## src/design/imu_packet_deframer_defines.svh

```systemverilog
// Assertion macros for the packet deframer.
`ifndef IMU_PACKET_DEFRAMER_DEFINES_SVH
`define IMU_PACKET_DEFRAMER_DEFINES_SVH

`ifndef SYNTH

`define IPD_ASSERT_IMPL(label, clk, rst_n, ante, cons) \
    label: assert property (@(posedge clk) disable iff (!rst_n) (ante) |-> (cons)) \
        else $error("deframer check failed");

`define IPD_ASSERT_NEXT(label, clk, rst_n, ante, cons) \
    label: assert property (@(posedge clk) disable iff (!rst_n) (ante) |=> (cons)) \
        else $error("deframer check failed");

`else

`define IPD_ASSERT_IMPL(label, clk, rst_n, ante, cons)

`define IPD_ASSERT_NEXT(label, clk, rst_n, ante, cons)

`endif

`endif

```

## src/design/imu_pd_pkg.sv

```systemverilog
`timescale 1ns / 1ps
`default_nettype none

package imu_pd_pkg;

    localparam int PKT_LEN    = 74;
    localparam int ADDR_W     = 7;
    localparam int NUM_FIELDS = 31;
    localparam int ID_W       = 5;

    localparam logic [7:0] DLE_BYTE = 8'h10;
    localparam logic [7:0] STX_BYTE = 8'h02;
    localparam logic [7:0] ETX_BYTE = 8'h03;

    localparam logic [ADDR_W-1:0] HDR_POS    = 7'd0;
    localparam logic [ADDR_W-1:0] STX_POS    = 7'd1;
    localparam logic [ADDR_W-1:0] BODY_POS   = 7'd2;
    localparam logic [ADDR_W-1:0] SUM_FIRST  = 7'd3;
    localparam logic [ADDR_W-1:0] FOOTER_POS = 7'd71;
    localparam logic [ADDR_W-1:0] ETX_POS    = 7'd72;
    localparam logic [ADDR_W-1:0] BCC_POS    = 7'd73;

    localparam logic [ID_W-1:0] LAST_ID = 5'd30;

    typedef logic [1:0] t_kind;
    localparam t_kind KIND_FIELD = 2'd0;
    localparam t_kind KIND_CSUM  = 2'd1;
    localparam t_kind KIND_FRAME = 2'd2;

    // Store write request from the parser.
    typedef struct packed {
        logic              en;
        logic [ADDR_W-1:0] addr;
        logic [7:0]        data;
    } t_wr_req;

    typedef struct packed {
        logic              en;
        logic [ADDR_W-1:0] addr;
    } t_rd_req;

    // Parser event: go starts the field readout, err posts one error word.
    typedef struct packed {
        logic  go;
        logic  err;
        t_kind kind;
    } t_evt;

    // last_byte is the field size minus one.
    typedef struct packed {
        logic [ADDR_W-1:0] offset;
        logic [1:0]        last_byte;
        logic              is_signed;
    } t_field_desc;

    function automatic t_field_desc field_desc(input logic [ID_W-1:0] id);
        t_field_desc d;
        case (id)
            5'd0:  d = '{7'd3,  2'd1, 1'b0};
            5'd1:  d = '{7'd7,  2'd1, 1'b1};
            5'd2:  d = '{7'd9,  2'd1, 1'b1};
            5'd3:  d = '{7'd11, 2'd1, 1'b1};
            5'd4:  d = '{7'd13, 2'd1, 1'b1};
            5'd5:  d = '{7'd15, 2'd1, 1'b1};
            5'd6:  d = '{7'd17, 2'd1, 1'b1};
            5'd7:  d = '{7'd19, 2'd1, 1'b1};
            5'd8:  d = '{7'd21, 2'd1, 1'b1};
            5'd9:  d = '{7'd23, 2'd1, 1'b1};
            5'd10: d = '{7'd25, 2'd1, 1'b0};
            5'd11: d = '{7'd27, 2'd3, 1'b1};
            5'd12: d = '{7'd31, 2'd3, 1'b1};
            5'd13: d = '{7'd35, 2'd3, 1'b1};
            5'd14: d = '{7'd39, 2'd3, 1'b1};
            5'd15: d = '{7'd43, 2'd3, 1'b1};
            5'd16: d = '{7'd47, 2'd1, 1'b1};
            5'd17: d = '{7'd49, 2'd1, 1'b1};
            5'd18: d = '{7'd51, 2'd1, 1'b1};
            5'd19: d = '{7'd53, 2'd0, 1'b0};
            5'd20: d = '{7'd54, 2'd0, 1'b0};
            5'd21: d = '{7'd55, 2'd1, 1'b1};
            5'd22: d = '{7'd57, 2'd1, 1'b1};
            5'd23: d = '{7'd59, 2'd1, 1'b1};
            5'd24: d = '{7'd61, 2'd1, 1'b1};
            5'd25: d = '{7'd63, 2'd0, 1'b0};
            5'd26: d = '{7'd64, 2'd0, 1'b0};
            5'd27: d = '{7'd65, 2'd0, 1'b0};
            5'd28: d = '{7'd67, 2'd0, 1'b0};
            5'd29: d = '{7'd68, 2'd0, 1'b0};
            5'd30: d = '{7'd69, 2'd0, 1'b0};
            default: d = '{7'd0, 2'd0, 1'b0};
        endcase
        return d;
    endfunction

endpackage

`default_nettype wire

```

## src/design/imu_packet_deframer.sv

```systemverilog
// Serial deframer for 74-byte inertial sensor packets. Bytes enter one per cycle on the
// slave stream; a packet opens with 0x10 0x02, closes with 0x10 0x03 and a checksum
// byte, and its bytes are written into a 74-entry byte store as they arrive. A bad
// footer or a bad checksum gives a single error word with tlast set. A good packet is
// read back from the store one byte at a time, a fetch state and a shift state per byte,
// and sent as 31 field words, the last with tlast set; that readout takes 64 store reads
// through the single store read port, and no byte is taken meanwhile. Otherwise a byte
// is taken every cycle the output register is empty or being drained.
`timescale 1ns / 1ps
`default_nettype none

`include "imu_packet_deframer_defines.svh"

module imu_packet_deframer (
    input  wire logic        i_clk,
    input  wire logic        i_rst_n,
    input  wire logic        s_axis_tvalid,
    output logic             s_axis_tready,
    input  wire logic [7:0]  s_axis_tdata,   // [7:0] rx_byte
    output logic             m_axis_tvalid,
    input  wire logic        m_axis_tready,
    output logic [39:0]      m_axis_tdata,   // [4:0] field_id, [36:5] field_value, [39:37] 0
    output logic [1:0]       m_axis_tuser,   // [1:0] kind
    output logic             m_axis_tlast
);

    imu_pd_pkg::t_wr_req             w_wr;
    imu_pd_pkg::t_rd_req             w_rd;
    imu_pd_pkg::t_evt                w_evt;
    logic [7:0]                      w_rdata;
    logic                            w_busy;
    logic                            w_in_fire;
    logic [imu_pd_pkg::ID_W-1:0]     w_id;
    logic [31:0]                     w_value;

    assign s_axis_tready = !w_busy && (!m_axis_tvalid || m_axis_tready);
    assign w_in_fire     = s_axis_tvalid && s_axis_tready;
    assign m_axis_tdata  = {3'b000, w_value, w_id};

    imu_pd_parser u_parser (
        .i_clk   (i_clk),
        .i_rst_n (i_rst_n),
        .i_valid (w_in_fire),
        .i_byte  (s_axis_tdata),
        .o_wr    (w_wr),
        .o_evt   (w_evt)
    );

    imu_pd_store u_store (
        .i_clk   (i_clk),
        .i_wr    (w_wr),
        .i_rd    (w_rd),
        .o_rdata (w_rdata)
    );

    imu_pd_readout u_readout (
        .i_clk   (i_clk),
        .i_rst_n (i_rst_n),
        .i_evt   (w_evt),
        .o_busy  (w_busy),
        .o_rd    (w_rd),
        .i_rdata (w_rdata),
        .o_valid (m_axis_tvalid),
        .i_ready (m_axis_tready),
        .o_kind  (m_axis_tuser),
        .o_id    (w_id),
        .o_value (w_value),
        .o_last  (m_axis_tlast)
    );

    `IPD_ASSERT_IMPL(a_err_word_shape, i_clk, i_rst_n, m_axis_tvalid && (m_axis_tuser != imu_pd_pkg::KIND_FIELD), m_axis_tlast && (m_axis_tdata == 40'd0))
    `IPD_ASSERT_IMPL(a_field_last, i_clk, i_rst_n, m_axis_tvalid && (m_axis_tuser == imu_pd_pkg::KIND_FIELD), m_axis_tlast == (w_id == imu_pd_pkg::LAST_ID))
    `IPD_ASSERT_NEXT(a_go_blocks_input, i_clk, i_rst_n, w_evt.go, !s_axis_tready)
    `IPD_ASSERT_IMPL(a_store_ports_apart, i_clk, i_rst_n, w_rd.en, !w_wr.en)

endmodule

`default_nettype wire

```

## src/design/imu_pd_store.sv

```systemverilog
`timescale 1ns / 1ps
`default_nettype none

module imu_pd_store (
    input  wire logic                          i_clk,
    input  wire imu_pd_pkg::t_wr_req           i_wr,
    input  wire imu_pd_pkg::t_rd_req           i_rd,
    output logic [7:0]                         o_rdata
);

    logic [7:0] r_mem [imu_pd_pkg::PKT_LEN];

    always_ff @(posedge i_clk) begin
        if (i_wr.en && (i_wr.addr < 7'(imu_pd_pkg::PKT_LEN))) begin
            r_mem[i_wr.addr] <= i_wr.data;
        end
    end

    always_ff @(posedge i_clk) begin
        if (i_rd.en) begin
            o_rdata <= r_mem[i_rd.addr];
        end
    end

endmodule

`default_nettype wire

```

## src/design/imu_pd_parser.sv

```systemverilog
`timescale 1ns / 1ps
`default_nettype none

module imu_pd_parser (
    input  wire logic                  i_clk,
    input  wire logic                  i_rst_n,
    input  wire logic                  i_valid,
    input  wire logic [7:0]            i_byte,
    output imu_pd_pkg::t_wr_req        o_wr,
    output imu_pd_pkg::t_evt           o_evt
);

    typedef enum logic [2:0] {
        P_HDR1 = 3'd0,
        P_HDR2 = 3'd1,
        P_BODY = 3'd2,
        P_ETX  = 3'd3,
        P_BCC  = 3'd4
    } t_phase;

    t_phase                          r_phase, n_phase;
    logic [imu_pd_pkg::ADDR_W-1:0]   r_pos, n_pos;
    logic [7:0]                      r_sum, n_sum;
    logic [7:0]                      w_check;

    // The footer ETX byte is fixed, so fold it into the running sum here.
    assign w_check = r_sum + imu_pd_pkg::ETX_BYTE;

    always_comb begin
        n_phase     = r_phase;
        n_pos       = r_pos;
        n_sum       = r_sum;
        o_wr.en     = 1'b0;
        o_wr.addr   = r_pos;
        o_wr.data   = i_byte;
        o_evt       = '0;
        if (i_valid) begin
            case (r_phase)
                P_HDR2: begin
                    if (i_byte == imu_pd_pkg::STX_BYTE) begin
                        o_wr.en   = 1'b1;
                        o_wr.addr = imu_pd_pkg::STX_POS;
                        n_pos     = imu_pd_pkg::BODY_POS;
                        n_sum     = '0;
                        n_phase   = P_BODY;
                    end else if (i_byte == imu_pd_pkg::DLE_BYTE) begin
                        // hold at packet start, no position creep
                        o_wr.en   = 1'b1;
                        o_wr.addr = imu_pd_pkg::HDR_POS;
                        n_pos     = imu_pd_pkg::STX_POS;
                    end else begin
                        n_phase = P_HDR1;
                    end
                end
                P_BODY: begin
                    if (r_pos >= imu_pd_pkg::FOOTER_POS) begin
                        if (i_byte == imu_pd_pkg::DLE_BYTE) begin
                            o_wr.en   = 1'b1;
                            o_wr.addr = imu_pd_pkg::FOOTER_POS;
                            n_pos     = imu_pd_pkg::ETX_POS;
                            n_phase   = P_ETX;
                        end else begin
                            o_evt.err  = 1'b1;
                            o_evt.kind = imu_pd_pkg::KIND_FRAME;
                            n_phase    = P_HDR1;
                        end
                    end else begin
                        o_wr.en = 1'b1;
                        n_pos   = r_pos + 7'd1;
                        if (r_pos >= imu_pd_pkg::SUM_FIRST) begin
                            n_sum = r_sum + i_byte;
                        end
                    end
                end
                P_ETX: begin
                    if (i_byte == imu_pd_pkg::ETX_BYTE) begin
                        o_wr.en   = 1'b1;
                        o_wr.addr = imu_pd_pkg::ETX_POS;
                        n_pos     = imu_pd_pkg::BCC_POS;
                        n_phase   = P_BCC;
                    end else begin
                        o_evt.err  = 1'b1;
                        o_evt.kind = imu_pd_pkg::KIND_FRAME;
                        n_phase    = P_HDR1;
                    end
                end
                P_BCC: begin
                    o_wr.en   = 1'b1;
                    o_wr.addr = imu_pd_pkg::BCC_POS;
                    n_pos     = imu_pd_pkg::HDR_POS;
                    n_phase   = P_HDR1;
                    if (w_check != i_byte) begin
                        o_evt.err  = 1'b1;
                        o_evt.kind = imu_pd_pkg::KIND_CSUM;
                    end else begin
                        o_evt.go = 1'b1;
                    end
                end
                default: begin
                    n_phase = P_HDR1;
                    if (i_byte == imu_pd_pkg::DLE_BYTE) begin
                        o_wr.en   = 1'b1;
                        o_wr.addr = imu_pd_pkg::HDR_POS;
                        n_pos     = imu_pd_pkg::STX_POS;
                        n_phase   = P_HDR2;
                    end
                end
            endcase
        end
    end

    always_ff @(posedge i_clk) begin
        if (!i_rst_n) begin
            r_phase <= P_HDR1;
            r_pos   <= '0;
        end else begin
            r_phase <= n_phase;
            r_pos   <= n_pos;
        end
        r_sum <= n_sum;
    end

endmodule

`default_nettype wire

```

## src/design/imu_pd_readout.sv

```systemverilog
`timescale 1ns / 1ps
`default_nettype none

module imu_pd_readout (
    input  wire logic                          i_clk,
    input  wire logic                          i_rst_n,
    input  wire imu_pd_pkg::t_evt              i_evt,
    output logic                               o_busy,
    output imu_pd_pkg::t_rd_req                o_rd,
    input  wire logic [7:0]                    i_rdata,
    output logic                               o_valid,
    input  wire logic                          i_ready,
    output imu_pd_pkg::t_kind                  o_kind,
    output logic [imu_pd_pkg::ID_W-1:0]        o_id,
    output logic [31:0]                        o_value,
    output logic                               o_last
);

    typedef enum logic [1:0] {
        R_IDLE  = 2'd0,
        R_FETCH = 2'd1,
        R_SHIFT = 2'd2,
        R_EMIT  = 2'd3
    } t_state;

    t_state                          r_state;
    logic [imu_pd_pkg::ID_W-1:0]     r_id;
    logic [1:0]                      r_idx;
    logic [31:0]                     r_acc;
    imu_pd_pkg::t_field_desc         w_desc;
    logic [31:0]                     w_value;
    logic                            w_out_free;

    assign w_desc     = imu_pd_pkg::field_desc(r_id);
    assign w_out_free = !o_valid || i_ready;
    assign o_busy     = (r_state != R_IDLE);
    assign o_rd.en    = (r_state == R_FETCH);
    assign o_rd.addr  = w_desc.offset + {5'd0, r_idx};

    // Extend the gathered big-endian bytes to 32 bits.
    always_comb begin
        case (w_desc.last_byte)
            2'd0:    w_value = {{24{w_desc.is_signed & r_acc[7]}}, r_acc[7:0]};
            2'd1:    w_value = {{16{w_desc.is_signed & r_acc[15]}}, r_acc[15:0]};
            2'd2:    w_value = {{8{w_desc.is_signed & r_acc[23]}}, r_acc[23:0]};
            default: w_value = r_acc;
        endcase
    end

    always_ff @(posedge i_clk) begin
        if (!i_rst_n) begin
            r_state <= R_IDLE;
            o_valid <= 1'b0;
        end else begin
            if (o_valid && i_ready) begin
                o_valid <= 1'b0;
            end
            case (r_state)
                R_IDLE: begin
                    r_id  <= '0;
                    r_idx <= '0;
                    if (i_evt.err) begin
                        o_valid <= 1'b1;
                        o_kind  <= i_evt.kind;
                        o_id    <= '0;
                        o_value <= '0;
                        o_last  <= 1'b1;
                    end else if (i_evt.go) begin
                        r_state <= R_FETCH;
                    end
                end
                R_FETCH: begin
                    r_state <= R_SHIFT;
                end
                R_SHIFT: begin
                    r_acc <= {r_acc[23:0], i_rdata};
                    if (r_idx == w_desc.last_byte) begin
                        r_state <= R_EMIT;
                    end else begin
                        r_idx   <= r_idx + 2'd1;
                        r_state <= R_FETCH;
                    end
                end
                R_EMIT: begin
                    // hold the field until the output register frees up
                    if (w_out_free) begin
                        o_valid <= 1'b1;
                        o_kind  <= imu_pd_pkg::KIND_FIELD;
                        o_id    <= r_id;
                        o_value <= w_value;
                        o_last  <= (r_id == imu_pd_pkg::LAST_ID);
                        r_idx   <= '0;
                        if (r_id == imu_pd_pkg::LAST_ID) begin
                            r_state <= R_IDLE;
                        end else begin
                            r_id    <= r_id + 5'd1;
                            r_state <= R_FETCH;
                        end
                    end
                end
                default: begin
                    r_state <= R_IDLE;
                end
            endcase
        end
    end

endmodule

`default_nettype wire

```

## config.mk

```make
export PLATFORM = sky130hd
export DESIGN_NAME = imu_packet_deframer
export DESIGN_NICKNAME = d
export VERILOG_FILES = /design/src/design/imu_pd_pkg.sv /design/src/design/imu_packet_deframer.sv /design/src/design/imu_pd_store.sv /design/src/design/imu_pd_parser.sv /design/src/design/imu_pd_readout.sv
export VERILOG_INCLUDE_DIRS = /design/src /design/src/design
export SDC_FILE = /design/constraint.sdc
export NUM_CORES = 1
export LEC_CHECK = 0
export ABC_CLOCK_PERIOD_IN_PS = 9300
export BUFFER_PORTS_ARGS = -buffer_cell sky130_fd_sc_hd__buf_2
export CAP_MARGIN = 5
export CORE_ASPECT_RATIO = 2
export CORE_MARGIN = 2
export CORE_UTILIZATION = 40
export DETAILED_ROUTE_END_ITERATION = 12
export PLACE_DENSITY = 0.6
export SYNTH_ARGS = -nofsm -noshare
export SYNTH_HDL_FRONTEND = slang
export SYNTH_SLANG_ARGS = --single-unit
```

## constraint.sdc

```tcl
create_clock -name i_clk -period 9.3 [get_ports i_clk]
set_clock_uncertainty 0.2 [all_clocks]
set_input_delay 1.86 -clock i_clk [delete_from_list [all_inputs] [get_ports i_clk]]
set_output_delay 1.86 -clock i_clk [all_outputs]
set_load 0.01 [all_outputs]
```

== Word level (Yosys, flattened, before mapping) ==
Memories as Yosys holds them, arrays and structs flattened. A register that Yosys moved wholly into a read port is not among the register bits.
Cells that the tools add are included.
Word-level totals
  register bits after elaboration: 100
  memory bits (writable): 592
  bits in read-only memories: 320
  input port bits: 12
  output and inout port bits: 45
  word-level logic and storage cells: 139
  memories: 2
Operators by class
  add/sub/neg operators: 6
  order comparisons: 3
  eq/ne operators: 28
  mux-type cells: 64
  bitwise gates (word level): 3
  reductions and logical operators: 21
Memories
  u_store.r_mem: words 74, bits a word 8, read ports 1, clocked after Yosys merged registers in 1, write ports 1, line imu_pd_store.sv:11  | logic [7:0] r_mem [imu_pd_pkg::PKT_LEN];
  (no name shown): words 32, bits a word 10, read ports 1, clocked after Yosys merged registers in 1, write ports 0, line imu_pd_pkg.sv:58  | case (id)
Operator list (number)
  $pmux W32 S3: 1
  $mux W32: 2
  $mux W8: 8
  $pmux W32 S2: 1
  $mux W7: 6
  $pmux W8 S4: 1
  $pmux W7 S4: 1
  $mux W5: 5
  $mux W3: 8
  $pmux W5 S2: 2
  $eq A8 B2 Y1 const B: 2
  $mux W2: 8
  $pmux W8 S2: 1
  $mux W1: 12
  $ne A2 B2 Y1 const B: 6
  $pmux W3 S4: 1
  $reduce_and A4 Y1: 3
  $ne A2 B1 Y1 const B: 5
  $pmux W3 S3: 1
  $reduce_and A3 Y1: 3
  $add A8 B2 Y8 const B: 1
  $add A8 B8 Y8: 1
  $eq A8 B5 Y1 const B: 1
  $ne A8 B8 Y1: 1
  30 further kinds: 44

== Depth between registers and ports, before layout ==
Gate-level depths: netlist of the first run.
  word-level depth: 9
  depth in mapped cells: 12
  depth with buffers taken out: 11

== Cells and area by module ==
From an unflattened synthesis of the first run, not the netlist that was laid out.
Second synthesis, totals
  cells, all modules: 1644
  area total of the unflattened synthesis: 29330.6 sq um
By module, submodules not included
  imu_pd_store: times used 1, cells an instance 1068, area each 23192.2 sq um
  imu_pd_readout: times used 1, cells an instance 323, area each 4177.8 sq um
  imu_pd_parser: times used 1, cells an instance 246, area each 1904.3 sq um
  imu_packet_deframer: times used 1, cells an instance 7, area each 56.3 sq um

== Least setup slack after synthesis of the first run ==
OpenSTA, ideal clock, no wires.
  path type: input-to-reg
  from: in s_axis_tdata[5]
  to: reg u_readout.o_id[0] in the netlist's numbering (enable)
  library setup time: 0.451 ns
  arrival time: 4.881 ns
  data required time: 8.649 ns
  slack: 3.768 ns
  cell stages on the path: 5
  cell sequence: buf_2 -> or4_1 -> a41oi_1 -> o21ai_0 -> a21oi_1
Between the ends
  cells in the longest elaborated chain, start to end: 7
Ends and longest elaborated chain
  start, declared: line imu_packet_deframer.sv:19  | input wire logic [7:0] s_axis_tdata,
  $eq A8 B5 Y1: line imu_pd_parser.sv:57  | if (i_byte == imu_pd_pkg::DLE_BYTE) begin
  $mux W3: line imu_pd_parser.sv:57
  $mux W3: line imu_pd_parser.sv:56  | if (r_pos >= imu_pd_pkg::FOOTER_POS) begin
  $pmux W3 S3 *: line imu_pd_parser.sv:38  | case (r_phase)
  $mux W4 *: line imu_pd_parser.sv:37  | if (i_valid) begin
  $ne A2 B2 Y1 (no source line) *
  $reduce_and A4 Y1 (no source line) *
  end signal, assigned: line imu_pd_readout.sv:89  | o_id <= r_id;
  end, declared: line imu_pd_readout.sv:14  | output logic [imu_pd_pkg::ID_W-1:0] o_id,
Mark *: on every way between the ends. The rest lies on a longest branch, timed or not.
A chain may end at the register's enable or synchronous reset.

== Worst setup path after layout of the first run ==
  from: in s_axis_tdata[4]
  to: mem u_store.r_mem[35][5] (enable)
Between the ends
  cells in the longest elaborated chain, start to end: 9
Ends and longest elaborated chain
  $eq A8 B5 Y1: line imu_pd_parser.sv:46, imu_pd_parser.sv:57, imu_pd_parser.sv:101
  $mux W8 (on tied branches): line imu_pd_parser.sv:57, imu_pd_parser.sv:46, imu_pd_parser.sv:101
  $mux W7 / $mux W8 (equally long branches): line imu_pd_parser.sv:56, imu_pd_parser.sv:40
  $pmux W8 S4 *: line imu_pd_parser.sv:38
  $mux W8 *: line imu_pd_parser.sv:37
  $lt A7 B7 Y1: line imu_pd_store.sv:14  | if (i_wr.en && (i_wr.addr < 7'(imu_pd_pkg::PKT_LEN))) begin
  $logic_and A1 B1 Y1: line imu_pd_store.sv:14
  $mux W1: line imu_pd_store.sv:14
  $mux W1 (implied by the code): line imu_pd_store.sv:15  | r_mem[i_wr.addr] <= i_wr.data;
  end, declared: line imu_pd_store.sv:11
Marked as above.

==> metrics, run 1 <==
status finished, final reports clean; CTS tree done; die width 194 um; CP Max Fanout 69; Leak Pwr 10.1 nW; Post-synth EDFFs 687; setup bufs post-CTS 0; R2R setup slack 4010 ps; Worst-path clk slew 80 ps; ys flop type edfxtp_1; hold-fix buffers at CTS 0; fill count 6048; final net count 1630; area of the die 74700 um2; vias per inst 5.73; Fmax 0.163 GHz; Pre-antenna DRT Iters 5; crit path capture type flip-flop; worst-margin pin slew 1230 ps; H-tree depth 2; Core Footprint 71700 um2; Port Buffers 53; pins over their slew limit 0; initial drt markers 1230; RePlAce Congestion 0.889; global-route wire length before repair 106 mm; initial antenna violation count 3; final wirelength 72.2 mm; clock sink count 710; Min Clock Period, post-route 6150 ps; layout cells sized above 1 0.225; final setup TNS 0 ps; most frequent cells in the layout edfxtp_1 (687), mux4_2 (184), nor2_1 (103), nand2_1 (60), clkbuf_16 (56); Cells after Synth 1525; Ports 57; leading cell type in the layout, fill and taps excluded edfxtp_1; Async SR Flop Fraction 0; Post-route DRC 0; worst skew pair latency 630 ps; Pwr Density 203 nW/um2; CTS buffer count 56; antenna-violating nets left 0; Seq cells post-synth 710; CTS resizes 0; Die H 384 um; critical path arrival 6200 ps; RSZ-0062 raised after global routing no; slowest CP cell nand4_1; Worst Path Required 9350 ps; Post-Syn Area 28900 um2; slowest stage delay, CP 1000 ps; drt wl/cell 28.3 um; CP startpoint s_axis_tdata[4]; r2r endpoint u_store.o_rdata[7]; Worst setup SP type input pin; FP Rows 139; DP HPWL 48.5 mm; Ys Warns 0; total congestion overflow 0; Crit Path Category in -> reg; Hold Fails Final Rpt 0; final core utilization 0.449; hold path endpoint u_readout.r_acc[0]; final setup fails 0; dpl cells 2447; vias 14600; maximum clock insertion buffer count 3; CP Cell Sequence buf_2 > buf_4 > nand4_1 > a21oi_1 > o21ai_1 > a21oi_1 > nand4_1 > nor2_1; non-filler cells, final 2549; Area Growth Syn to Fin 11.2%; hold path depth 0; Finished Cell Area 32200 um2; Yosys cell types 67; max-cap check violation count 0; GRT Util Overall 0.195; worst r2r path cells 7; Initial Utilization 0.404; Max-Slew Margin vs Limit 0.179; sequential area share after synthesis 0.729; largest net degree at the start of global routing 121; Cell Area, Placed 30300 um2; final cycle utilization of the critical path 0.661; hold_sp u_store.o_rdata[0]; R2R Path Start u_readout.r_idx[0]; CTS root buffer clkbuf_16; vias in the first global route 15700; syn avg cell area 19.0 um2; maximum vdd drop 0.161 mV; Hold WC Path Type reg -> reg
## synth_stat cells, types with 6 or more instances
library cell / count / area [um2]
edfxtp_1: 687 / 20600
mux4_2: 184 / 4140
nor2_1: 103 / 387
nand2_1: 60 / 225
a21oi_1: 47 / 235
clkbuf_1: 47 / 176
o21ai_0: 37 / 185
nand3_1: 32 / 160
ha_1: 27 / 338
and2_1: 25 / 156
dfxtp_1: 23 / 460
inv_1: 21 / 78.8
nor2b_1: 20 / 125
xnor2_1: 18 / 158
a211oi_1: 13 / 97.6
a31oi_1: 12 / 75.1
buf_1: 11 / 41.3
buf_2: 11 / 55.1
mux2i_1: 11 / 110
nor3_1: 11 / 55.1
mux2_2: 10 / 113
xor2_1: 10 / 87.6
or3_1: 7 / 43.8
nand4_1: 6 / 37.5
## power breakdown
| group | switching, W | internal (W) | leakage, nW |
|---|---|---|---|
| Combinational | 0.000322 | 0.000233 | 2.78 |
| Sequential | 0.00000694 | 0.00350 | 6.38 |
| Clock | 0.00111 | 0.00136 | 0.898 |
## metal layers
metal,GRT usage,wire length [um]
met5,0,0
met2,0.392,42000
met4,0.0985,4000
met1,0.195,23600
met3,0.0162,2670
## through the flow
stage	hold slack (ps)	worst slack [ps]	total power (W)
2_1_floorplan	200	3770	0.00392
3_3_place_gp	206	2630	0.00415
3_5_place_dp	205	2580	0.00415
4_1_cts	230	3210	0.00660
5_1_grt	244	2990	0.00672
6_report	238	3150	0.00654
## final cells by class
type | count | area (um2) | share of cell area
flip-flops and latches | 710 | 21100 | 0.656
multi-input cells | 724 | 7530 | 0.234
clock buffers | 66 | 1440 | 0.0447
well taps | 916 | 1150 | 0.0356
repair buffers | 76 | 450 | 0.0140
clock inverters | 35 | 434 | 0.0135
inverters | 21 | 78.8 | 0.00245
diodes | 1 | 2.50 | 0.0000778
## state kept, by name, indices dropped and copies added, names as in the netlist, 5 cells and up
register and cells:
u_readout.o_id 5, u_readout.o_value 32, u_readout.r_id 5, u_store.o_rdata 8
u_readout.w_desc 10, u_store.r_mem 592, u_readout.r_acc 32, u_parser.r_sum 8
u_parser.r_pos 7
## worst max path at each step
stage                                 endpoint  slack (ps)  cells past startpoint
after global routing      u_store.r_mem[35][5]        2990                      8
final                     u_store.r_mem[35][5]        3150                      8
after detailed placement  u_store.r_mem[35][0]        2580                      8
after CTS                 u_store.r_mem[35][7]        3210                      8
after global placement    u_store.r_mem[11][6]        2630                      8
after floorplan              u_readout.o_id[0]        3770                      5
## cell families (layout without fill, tap and decap cells)
family	Yosys count	in the layout	share of synthesized area
flip-flops	710	710	0.729
other	1	4	0.000130
AO/OA/AOI/OAI	163	163	0.0364
buffers and inverters	93	198	0.0129
adder cells (fa/ha/maj)	29	29	0.0131
multiplexers	205	205	0.151
AND/OR/NAND/NOR	296	296	0.0494
XOR/XNOR	28	28	0.00847
## critical path: cells and delay by family
| kind | cells | cell delay (ps) |
|---|---|---|
| and+or+nand+nor | 3 | 2360 |
| AOI/OAI and AO/OA | 3 | 1010 |
| buffers and inverters | 2 | 960 |
Power figures use the tool's default switching activity.
==> inputs of run 2 (changes only) <==
--- a/config.mk
+++ b/config.mk
@@ -6,7 +6,8 @@
 export SDC_FILE = /design/constraint.sdc
 export NUM_CORES = 1
 export LEC_CHECK = 0
-export ABC_CLOCK_PERIOD_IN_PS = 9300
+export ABC_AREA = 1
+export ABC_CLOCK_PERIOD_IN_PS = 5800
 export BUFFER_PORTS_ARGS = -buffer_cell sky130_fd_sc_hd__buf_2
 export CAP_MARGIN = 5
 export CORE_ASPECT_RATIO = 2
==> constraint.sdc (replaced) <==
create_clock -name i_clk -period 5.8 [get_ports i_clk]
set_clock_uncertainty 0.2 [all_clocks]
set_input_delay 1.16 -clock i_clk [delete_from_list [all_inputs] [get_ports i_clk]]
set_output_delay 1.16 -clock i_clk [all_outputs]
set_load 0.01 [all_outputs]
==> metrics, run 2 <==
status finished, final reports clean; RSZ-0062 raised after global routing no; Post-synth EDFFs 687; post-synth top area share 0.684; Max-Slew Margin vs Limit 0.119; area of the multi-input gates 8170 um2; FP Rows 142; CTS resizes 0; Leak Pwr 11.4 nW; critical path arrival 4430 ps; Worst setup SP type flip-flop; Area contributors post-synth edfxtp_1 (68%), nor2_1 (6.8%), o21ai_0 (6.1%); Post-route DRC 0; H-tree depth 2; CTS tree done; maximum clock insertion buffer count 3; GRT Util Overall 0.221; Post-Syn Area 30200 um2; Ys Warns 0; CTS buffer count 58; Synth area leader edfxtp_1; largest net degree at the start of global routing 149; Fmax 0.235 GHz; DP HPWL 56.8 mm; Min Clock Period, post-route 4260 ps; final wirelength 86.0 mm; vias per inst 5.45; Yosys cell types 53; crit path capture type flip-flop; top-count cell post-synth edfxtp_1; global-route wire length before repair 125 mm; final cycle utilization of the critical path 0.735; Worst Path Required 5970 ps; clock sink count 710; R2R setup slack 1540 ps; Reg area 21100 um2; RePlAce Congestion 0.894; Die H 392 um; initial drt markers 1669; final net count 2634; drt wl/cell 23.5 um; layout cells sized above 1 0.101; worst skew pair latency 650 ps; largest registers u_store.r_mem (592), u_readout.o_value (32), u_readout.r_acc (32); final setup margin 1540 ps; syn avg cell area 11.8 um2; hold-fix buffers at CTS 0; Pre-antenna DRT Iters 5; Hold Fails Final Rpt 0; max-cap check violation count 0; CTS root buffer clkbuf_16; Ports 57; final setup TNS 0 ps; antenna-violating nets left 0; fill count 6793; Async SR Flop Fraction 0; leading cell type in the layout, fill and taps excluded edfxtp_1; Initial Utilization 0.403; pins over their slew limit 0; most frequent cells in the layout edfxtp_1 (687), nor2_1 (545), o21ai_0 (368), nand2_1 (268), nand3_1 (113); setup bufs post-CTS 0; dpl ws 1000 ps; area of the die 77800 um2; sequential area share after synthesis 0.699; total congestion overflow 0; worst-margin pin slew 1320 ps; final setup fails 0; CP Max Fanout 52; Pwr Density 335 nW/um2; Worst-path clk slew 70 ps; Cells after Synth 2566; Crit Path Category reg -> reg; max FFs per register 592; vias 19900; die width 198 um; Biggest register u_store.r_mem; final core utilization 0.448; initial antenna violation count 3; Port Buffers 53; Core Footprint 74800 um2; Hold WC Path Type reg -> reg; ys flop type edfxtp_1; Post-synth top cells edfxtp_1 (687), nor2_1 (545), o21ai_0 (368), nand2_1 (268), nand3_1 (113); vias in the first global route 20100; Area Growth Syn to Fin 11.1%; maximum vdd drop 0.220 mV; Seq cells post-synth 710
run 2: layout make-up:
cell class	count	area share
Clock inverter	39	0.0116
Timing Repair Buffer	101	0.0206
Inverter	104	0.0119
Antenna cell	1	0.0000746
Tap cell	1008	0.0376
Multi-Input combinational cell	1618	0.244
Sequential cell	710	0.629
Clock buffer	70	0.0456
run 2: report_power, final:
| group | switching (W) | leakage [nW] | total [W] | internal [W] |
|---|---|---|---|---|
| logic | 0.00114 | 4.07 | 0.00156 | 0.000416 |
| registers | 0.0000239 | 6.39 | 0.00567 | 0.00565 |
| clock network | 0.00185 | 0.927 | 0.00401 | 0.00216 |
| total | 0.00302 | 11.4 | 0.0112 | 0.00822 |
run 2: worst max-delay path: stages, from the launching register on:
cell,delay [ps]
edfxtp_1,490
ha_4,220
fa_4,1250
buf_4,330
nor2_1,70
o21ai_0,170
o211ai_1,180
o21ai_0,210
nand2_1,100
a21oi_1,340
o21ai_0,260
nand2_1,110
nand2_1,50
run 2: logic make-up after synthesis:
family	synth area share
muxes	0.00531
AOI/OAI and AO/OA	0.103
DFF	0.699
buffers and inverters	0.0319
adders and majority gates	0.0125
other	0.000124
xor gates and xnor gates	0.00261
and+or+nand+nor	0.145
run 2: worst paths after layout:
check | start | to | depth (start not counted)
worst min-delay path | u_store.o_rdata[7] | u_readout.r_acc[7] | 0
worst max register to register | u_readout.r_idx[0] | u_store.o_rdata[0] | 12
worst min register to register | u_store.o_rdata[7] | u_readout.r_acc[7] | 0
worst max-delay path | u_readout.r_idx[0] | u_store.o_rdata[0] | 12
run 2: through the flow:
step	instance area [um2]	hold WS [ps]	total power [W]	instances
after floorplan	30200	200	0.00671	2568
after global placement	31600	203	0.00733	3541
after detailed placement	31600	205	0.00733	3541
after CTS	33500	222	0.0113	3650
after global routing	33500	234	0.0116	3650
final	33500	221	0.0112	3651
run 2: metal layers:
layer / vias to the layer above / wire, um / global-route usage
met4: 6 / 6190 / 0.142
met2: 666 / 47500 / 0.429
met3: 249 / 3910 / 0.0267
met1: 9786 / 28300 / 0.217
met5: - / 26 / 0
li1: 9196 / - / -
